$ cat config.mk
export PLATFORM = sky130hd
export DESIGN_NAME = recovery_event_window_limiter
export DESIGN_NICKNAME = d
export VERILOG_FILES = /design/src/rtl/core/rewl_pkg.sv /design/src/rtl/core/recovery_event_window_limiter.sv /design/src/rtl/core/rewl_ring.sv
export SDC_FILE = /design/constraint.sdc
export NUM_CORES = 2
export LEC_CHECK = 0
export BUFFER_PORTS_ARGS = -buffer_cell sky130_fd_sc_hd__buf_4
export CAP_MARGIN = 10
export CORE_ASPECT_RATIO = 0.9
export CORE_MARGIN = 4
export CORE_UTILIZATION = 61
export CTS_CLUSTER_DIAMETER = 120
export DETAILED_ROUTE_END_ITERATION = 8
export PLACE_DENSITY_LB_ADDON = 0.2
export SLEW_MARGIN = 20
export SYNTH_ARGS = -nofsm -noshare
export SYNTH_HDL_FRONTEND = slang
export SYNTH_SLANG_ARGS = --single-unit
$ cat constraint.sdc
create_clock -name clk_i -period 19.52 [get_ports clk_i]
set_input_delay 0.976 -clock clk_i [delete_from_list [all_inputs] [get_ports clk_i]]
set_output_delay 0.976 -clock clk_i [all_outputs]
set_load 0.01 [all_outputs]
$ cat src/rtl/core/rewl_pkg.sv
`timescale 1ns / 1ps
`default_nettype none

package rewl_pkg;

  localparam int unsigned TimeWidth   = 64;
  localparam int unsigned CountWidth  = 7;
  localparam int unsigned LimitWidth  = 8;
  localparam int unsigned SecondWidth = 16;
  localparam int unsigned TickWidth   = 24;
  localparam int unsigned WindowWidth = SecondWidth + TickWidth;
  localparam int unsigned CfgIdxWidth = 2;
  localparam int unsigned CfgWidth    = 16;

  localparam logic [TickWidth-1:0]   TICKS_PER_SECOND = 24'd10_000_000;
  localparam logic [CountWidth-1:0]  COUNT_FIELD_MAX  = 7'd127;
  localparam logic [LimitWidth-1:0]  LIMIT_COUNT_RST  = 8'd5;
  localparam logic [SecondWidth-1:0] LIMIT_SECS_RST   = 16'd60;

  typedef enum logic {
    OP_RECORD = 1'b0,
    OP_QUERY  = 1'b1
  } op_e;

  typedef enum logic [CfgIdxWidth-1:0] {
    CFG_LIMIT_COUNT   = 2'd0,
    CFG_LIMIT_SECONDS = 2'd1
  } cfg_idx_e;

  typedef enum logic [1:0] {
    STATE_IDLE  = 2'd0,
    STATE_SCAN  = 2'd1,
    STATE_DRAIN = 2'd2
  } state_e;

endpackage

`default_nettype wire

$ cat src/rtl/core/recovery_event_window_limiter.sv
`timescale 1ns / 1ps
`default_nettype none

// Sliding-window limiter for recovery events. A record transaction (op 0) stores its
// timestamp in a ring of HISTORY_DEPTH entries and gives no result; busy stays low. A
// query transaction (op 1) reads the ring one entry per cycle through its single read
// port, counting entries that are non-zero, not later than the given time and no older
// than limit_seconds * 10,000,000 ticks, so busy is high through the SCAN and DRAIN
// states and the result appears for one cycle on result_valid_o as busy falls. The next
// transaction can be taken in that cycle; until then a query holds off every new one.
// The receiver cannot stall it, so it must take every result when shown. No clearing
// pass follows reset: a fill count marks never-written entries as empty. Write the limit
// registers only while busy is low and no query is pending.
module recovery_event_window_limiter #(
  parameter int unsigned HISTORY_DEPTH = 64
) (
  input  wire logic                                    clk_i,
  input  wire logic                                    rst_ni,
  input  wire logic                                    cfg_we_i,
  input  wire logic [rewl_pkg::CfgIdxWidth-1:0]        cfg_index_i,
  input  wire logic [rewl_pkg::CfgWidth-1:0]           cfg_data_i,
  input  wire logic                                    start,
  output logic                                         busy,
  input  wire logic                                    op_i,
  input  wire logic [rewl_pkg::TimeWidth-1:0]          time_stamp_i,
  input  wire logic                                    include_current_i,
  output logic                                         result_valid_o,
  output logic      [rewl_pkg::CountWidth-1:0]         recent_count_o,
  output logic                                         limit_reached_o
);

  localparam int unsigned IdxWidth  = $clog2(HISTORY_DEPTH);
  localparam int unsigned FillWidth = $clog2(HISTORY_DEPTH + 1);
  localparam int unsigned CntWidth  = $clog2(HISTORY_DEPTH + 2);
  localparam int unsigned SumWidth  = (CntWidth > rewl_pkg::LimitWidth) ?
                                      CntWidth : rewl_pkg::LimitWidth;

  rewl_pkg::state_e                     state_q, state_d;
  logic [IdxWidth-1:0]                  idx_q, idx_d;
  logic                                 rd_valid_q, rd_live_q, rd_last_q;
  logic [rewl_pkg::TimeWidth-1:0]       now_q;
  logic                                 inc_q;
  logic [CntWidth-1:0]                  cnt_q, cnt_d;
  logic [rewl_pkg::WindowWidth-1:0]     window_q, window_d;
  logic [rewl_pkg::LimitWidth-1:0]      limit_count_q;
  logic [rewl_pkg::SecondWidth-1:0]     limit_seconds_q;
  logic                                 res_valid_q;
  logic [rewl_pkg::CountWidth-1:0]      recent_q;
  logic                                 reached_q;

  logic                                 accept, is_query, wr_en, rd_en, last_idx, live;
  logic [rewl_pkg::TimeWidth-1:0]       rd_data, age;
  logic [FillWidth-1:0]                 fill;
  logic                                 hit;
  logic [SumWidth-1:0]                  total;

  assign accept   = start && !busy;
  assign is_query = (op_i == rewl_pkg::OP_QUERY);
  assign wr_en    = accept && !is_query;
  assign last_idx = (idx_q == IdxWidth'(HISTORY_DEPTH - 1));
  assign live     = (FillWidth'(idx_q) < fill);
  assign busy     = (state_q != rewl_pkg::STATE_IDLE);

  rewl_ring #(
    .HISTORY_DEPTH(HISTORY_DEPTH)
  ) u_ring (
    .clk_i    (clk_i),
    .rst_ni   (rst_ni),
    .wr_en_i  (wr_en),
    .wr_data_i(time_stamp_i),
    .rd_en_i  (rd_en),
    .rd_addr_i(idx_q),
    .rd_data_o(rd_data),
    .fill_o   (fill)
  );

  always_comb begin
    state_d = state_q;
    idx_d   = idx_q;
    rd_en   = 1'b0;
    unique case (state_q)
      rewl_pkg::STATE_IDLE: begin
        if (accept && is_query) begin
          state_d = rewl_pkg::STATE_SCAN;
          idx_d   = '0;
        end
      end
      rewl_pkg::STATE_SCAN: begin
        rd_en = 1'b1;
        if (last_idx) begin
          state_d = rewl_pkg::STATE_DRAIN;
          idx_d   = '0;
        end else begin
          idx_d = idx_q + IdxWidth'(1);
        end
      end
      rewl_pkg::STATE_DRAIN: begin
        state_d = rewl_pkg::STATE_IDLE;
      end
      default: begin
        state_d = rewl_pkg::STATE_IDLE;
      end
    endcase
  end

  // compare one stored timestamp against the query time
  always_comb begin
    age   = now_q - rd_data;
    hit   = rd_valid_q && rd_live_q && (rd_data != '0) && (now_q >= rd_data) &&
            (age <= rewl_pkg::TimeWidth'(window_q));
    cnt_d = cnt_q;
    if (accept && is_query) begin
      cnt_d = '0;
    end else if (hit) begin
      cnt_d = cnt_q + CntWidth'(1);
    end
    total = SumWidth'(cnt_d) + SumWidth'(inc_q);
  end

  assign window_d = rewl_pkg::WindowWidth'(limit_seconds_q) *
                    rewl_pkg::WindowWidth'(rewl_pkg::TICKS_PER_SECOND);

  always_ff @(posedge clk_i or negedge rst_ni) begin
    if (!rst_ni) begin
      state_q         <= rewl_pkg::STATE_IDLE;
      idx_q           <= '0;
      rd_valid_q      <= 1'b0;
      rd_last_q       <= 1'b0;
      cnt_q           <= '0;
      res_valid_q     <= 1'b0;
      limit_count_q   <= rewl_pkg::LIMIT_COUNT_RST;
      limit_seconds_q <= rewl_pkg::LIMIT_SECS_RST;
    end else begin
      state_q     <= state_d;
      idx_q       <= idx_d;
      rd_valid_q  <= rd_en;
      rd_last_q   <= rd_en && last_idx;
      cnt_q       <= cnt_d;
      res_valid_q <= rd_valid_q && rd_last_q;
      if (cfg_we_i) begin
        unique case (cfg_index_i)
          rewl_pkg::CFG_LIMIT_COUNT: begin
            limit_count_q <= cfg_data_i[rewl_pkg::LimitWidth-1:0];
          end
          rewl_pkg::CFG_LIMIT_SECONDS: begin
            limit_seconds_q <= cfg_data_i;
          end
          default: begin
          end
        endcase
      end
    end
  end

  always_ff @(posedge clk_i) begin
    window_q  <= window_d;
    rd_live_q <= live;
    if (accept && is_query) begin
      now_q <= time_stamp_i;
      inc_q <= include_current_i;
    end
    if (rd_valid_q && rd_last_q) begin
      recent_q  <= (total > SumWidth'(rewl_pkg::COUNT_FIELD_MAX)) ?
                   rewl_pkg::COUNT_FIELD_MAX : total[rewl_pkg::CountWidth-1:0];
      reached_q <= (total >= SumWidth'(limit_count_q));
    end
  end

  assign result_valid_o  = res_valid_q;
  assign recent_count_o  = recent_q;
  assign limit_reached_o = reached_q;

  a_query_goes_busy: assert property (@(posedge clk_i) disable iff (!rst_ni)
    (start && !busy && op_i == rewl_pkg::OP_QUERY) |=> busy)
    else $error("query transaction did not start a scan");

  a_record_stays_idle: assert property (@(posedge clk_i) disable iff (!rst_ni)
    (start && !busy && op_i == rewl_pkg::OP_RECORD) |=> !busy)
    else $error("record transaction raised busy");

  a_result_after_drain: assert property (@(posedge clk_i) disable iff (!rst_ni)
    result_valid_o |-> $past(state_q == rewl_pkg::STATE_DRAIN))
    else $error("result strobe without a finished scan");

  a_single_strobe: assert property (@(posedge clk_i) disable iff (!rst_ni)
    result_valid_o |=> !result_valid_o)
    else $error("result strobe held for more than one cycle");

endmodule

`default_nettype wire

$ cat src/rtl/core/rewl_ring.sv
`timescale 1ns / 1ps
`default_nettype none

module rewl_ring #(
  parameter int unsigned HISTORY_DEPTH = 64
) (
  input  wire logic                                      clk_i,
  input  wire logic                                      rst_ni,
  input  wire logic                                      wr_en_i,
  input  wire logic [rewl_pkg::TimeWidth-1:0]            wr_data_i,
  input  wire logic                                      rd_en_i,
  input  wire logic [$clog2(HISTORY_DEPTH)-1:0]          rd_addr_i,
  output logic      [rewl_pkg::TimeWidth-1:0]            rd_data_o,
  output logic      [$clog2(HISTORY_DEPTH+1)-1:0]        fill_o
);

  localparam int unsigned IdxWidth  = $clog2(HISTORY_DEPTH);
  localparam int unsigned FillWidth = $clog2(HISTORY_DEPTH + 1);

  logic [rewl_pkg::TimeWidth-1:0] mem_q [HISTORY_DEPTH];
  logic [rewl_pkg::TimeWidth-1:0] rd_data_q;
  logic [IdxWidth-1:0]            wp_q, wp_d;
  logic [FillWidth-1:0]           fill_q, fill_d;

  // entries at or above the fill count have never been written and read as empty
  always_comb begin
    wp_d   = wp_q;
    fill_d = fill_q;
    if (wr_en_i) begin
      if (wp_q == IdxWidth'(HISTORY_DEPTH - 1)) begin
        wp_d = '0;
      end else begin
        wp_d = wp_q + IdxWidth'(1);
      end
      if (fill_q != FillWidth'(HISTORY_DEPTH)) begin
        fill_d = fill_q + FillWidth'(1);
      end
    end
  end

  always_ff @(posedge clk_i or negedge rst_ni) begin
    if (!rst_ni) begin
      wp_q   <= '0;
      fill_q <= '0;
    end else begin
      wp_q   <= wp_d;
      fill_q <= fill_d;
    end
  end

  always_ff @(posedge clk_i) begin
    if (wr_en_i) begin
      mem_q[wp_q] <= wr_data_i;
    end
  end

  always_ff @(posedge clk_i) begin
    if (rd_en_i) begin
      rd_data_q <= mem_q[rd_addr_i];
    end
  end

  assign rd_data_o = rd_data_q;
  assign fill_o    = fill_q;

endmodule

`default_nettype wire
==> flow_metrics.py <==
metrics = {
    "run": {
        "maxCapViolCount": 0,
    },
    "synthesis": {
        "netlist.area_leader.share_pct": 73.7,
        "synthMuxAreaShare_pct": 17.7,
        "syn_area_um2": 172000,
        "synth_edf_count": 4233,
        "synth_compound_area_share_pct": 1.35,
        "synth.distinct_cells": 87,
        "yosysWarnings": 0,
        "synth_cells": 7627,
        "synth_top_area_cell": "edfxtp_1",
        "yosys.area_share.simple_pct": 1.50,
        "ys_seq_area_share_pct": 74.9,
        "synth_adder_area_share_pct": 2.68,
        "synth-xor-area-share_pct": 0.452,
        "synth_nets": 8045,
        "synthArstFlopShare_pct": 1.27,
        "syn_area_per_cell_um2": 22.6,
        "synth_top_family_by_area": "multiplexers",
        "dominantRegCellSynth": "edfxtp_1",
        "ys_ff_latch": 4322,
        "yosysMostFrequentCell": "edfxtp_1",
        "synth_common_cells": "edfxtp_1, mux4_2, inv_1",
        "yosys-top-cells-area": "edfxtp_1, mux4_2, ha_1, fa_1, dfrtp_1",
    },
    "timing": {
        "setup_tns_ps": 0,
        "relSlewSlack_pct": 20.3,
        "period_share_pct": 46.9,
        "tightest_slew_ps": 1190,
        "min_period_ps": 9150,
        "finClkSkew_ps": 71.9,
        "hold_viol": 0,
        "setup_viol": 0,
        "grt_setup_unrepaired": "no",
        "drv_slew": 0,
        "fmax_ghz": 0.109,
    },
    "setup_path": {
        "worstSetupEndpointType": "flop",
        "startpoint_type": "flop",
        "worstSetupPathType": "reg2reg",
        "arrival_ps": 9780,
        "path_max_fanout": 7,
        "slowest_stage": "nor4b_1",
        "cpMostUsedCell": "ha_1",
        "critPathTopFamily": "simple AND/OR/NAND/NOR gates",
        "slowest_delay_ps": 590,
        "cp.required_ps": 20150,
        "cp_num_buf_inv": 1,
    },
    "pwr": {
        "pwr-share-seq_pct": 38.3,
        "clock_power_share_pct": 28.0,
        "swShare_pct": 31.0,
        "power_density_nw_per_um2": 146,
        "switchingPower_uw": 8690,
        "p_leak_uw": 0.0613,
        "vdd_drop_max_uv": 240,
        "power_frac_comb_pct": 33.7,
        "internal_power_uw": 19300,
    },
    "cts": {
        "cts_resized": 0,
        "cts_setup_buffers": 0,
        "clockBufferDepth": 4,
        "clock-sinks": 4322,
        "path_clk_slew_ps": 60,
        "clock_latency_ps": 950,
        "root_buffer": "clkbuf_16",
        "postCtsHoldBufs": 0,
        "cts_tree": "done",
        "numCtsBuffers": 412,
        "htreeDepth": 5,
    },
    "route": {
        "first_pass_iters": 7,
        "num_vias": 85800,
        "route.detailed.drc": 0,
        "postRouteAntennaNets": 0,
        "routed_wl_um": 465000,
        "wire_per_inst_um": 38.5,
        "viasPerCell": 7.11,
        "drt_iter0_drc": 14400,
    },
    "final_layout": {
        "layout.nets": 8396,
        "fin_cells": 12100,
        "post-route-util_pct": 68.4,
        "area_growth_pct": 11.3,
        "multi_input_area_um2": 41400,
        "regArea_um2": 129000,
        "n_fill_cell": 16700,
        "drive_gt1_share_pct": 28.0,
    },
    "floorplanning": {
        "top_level_ports": 98,
        "initial_utilization_pct": 61.5,
        "dieArea_um2": 291000,
        "die_x_um": 568,
        "die_y_um": 512,
        "rows": 184,
        "placeableCoreArea_um2": 280000,
    },
    "global_routing": {
        "met1_usage_pct": 47.6,
        "grt-ovfl-total": 0,
        "grt_pass1_wl_um": 657000,
        "grt.busiest_layer": "met1",
        "grt_pass1_vias": 84400,
        "antenna_found_initial": 47,
        "grt_util_all_layers_pct": 32.2,
        "grt_max_degree": 149,
        "use_met2_pct": 47.6,
        "grtUsageMet3_pct": 8.86,
    },
    "placed_design": {
        "post-dp-hpwl_um": 253000,
        "io_buffers": 97,
        "post-place-cells": 11300,
        "routabilityCongestion": 0.960,
    },
    "hold_path": {
        "hold_class": "in2async",
    },
    "run_status": {
        "status": "finished, final reports clean",
    },
}
[stage by stage]
step | hold WS [ps] | area [µm²] | worst slack (ps) | total power (µW)
2_1_floorplan | 459 | 172000 | 12180 | 17500
3_3_place_gp | 481 | 179000 | 10570 | 20200
3_5_place_dp | 491 | 179000 | 10500 | 20200
4_1_cts | 126 | 192000 | 10430 | 28100
5_1_grt | 183 | 192000 | 9350 | 29200
6_report | 146 | 192000 | 10370 | 28000
[routing by layer]
layer	share of wire (%)	vias up	wire length, µm
li1	-	32900	-
met1	37	45300	172000
met2	46	6529	214000
met3	13	986	61800
met4	3.7	20	17200
met5	0.077	-	358
[power by group through the flow]
stage	clock [µW]	combinational, µW	sequential, µW
finish	7840	9430	10700
detailed placement	0	9300	10900
global route	8350	10200	10700
CTS	7930	9440	10700
floorplan	0	6800	10700
global placement	0	9250	10900
[path summary, 6_finish.rpt]
path / start / to / slack, ps / cells after the start
max in group asynchronous: rst_ni / idx_q[1] / 18780 / 1
setup reg to reg: now_q[21] / limit_reached_o / 10370 / 35
setup / recovery: now_q[21] / limit_reached_o / 10370 / 35
hold / removal: rst_ni / limit_seconds_q[0] / 150 / 1
hold reg to reg: u_ring.fill_o[6] / u_ring.fill_o[6] / 500 / 1
min in group clk_i: include_current_i / inc_q / 260 / 1
[state kept, by name, summed over array words and instances (netlist names), 8 cells and up]
signal and flops:
limit_count_q 8, u_ring.rd_data_o 64, u_ring.mem_q 4096, limit_seconds_q 16, window_q 33, now_q 64
[cells by family (layout without fill, tap and decap cells)]
kind of cell    after synthesis  after routing
fa+ha+maj                   330            330
xor+xnor                     89             89
other cells                   0             32
compound gates              370            370
buf+inv                     640           1328
mux                        1368           1368
flops                      4322           4322
simple gates                508            508
[layout by cell type, fill, tap and decap left out, types with 66 or more instances in the layout]
| cell | instances |
|---|---|
| inv_1 | 287 |
| ha_1 | 264 |
| clkbuf_1 | 101 |
| nand2_1 | 114 |
| o21ai_0 | 81 |
| a21oi_1 | 112 |
| buf_4 | 272 |
| nor2_1 | 66 |
| clkinv_2 | 69 |
| mux4_2 | 1344 |
| clkinv_1 | 85 |
| fa_1 | 66 |
| edfxtp_1 | 4233 |
| clkbuf_16 | 415 |
[layout make-up]
type | count | area share (%)
timing repair buffer | 286 | 1.23
sequential | 4322 | 67.3
clock inverter | 232 | 1.22
inverter | 291 | 0.574
tap | 3720 | 2.43
multi-input combinational | 2665 | 21.6
antenna | 32 | 0.0417
clock buffer | 519 | 5.63
Note: power is estimated with default switching activity, not from simulation.
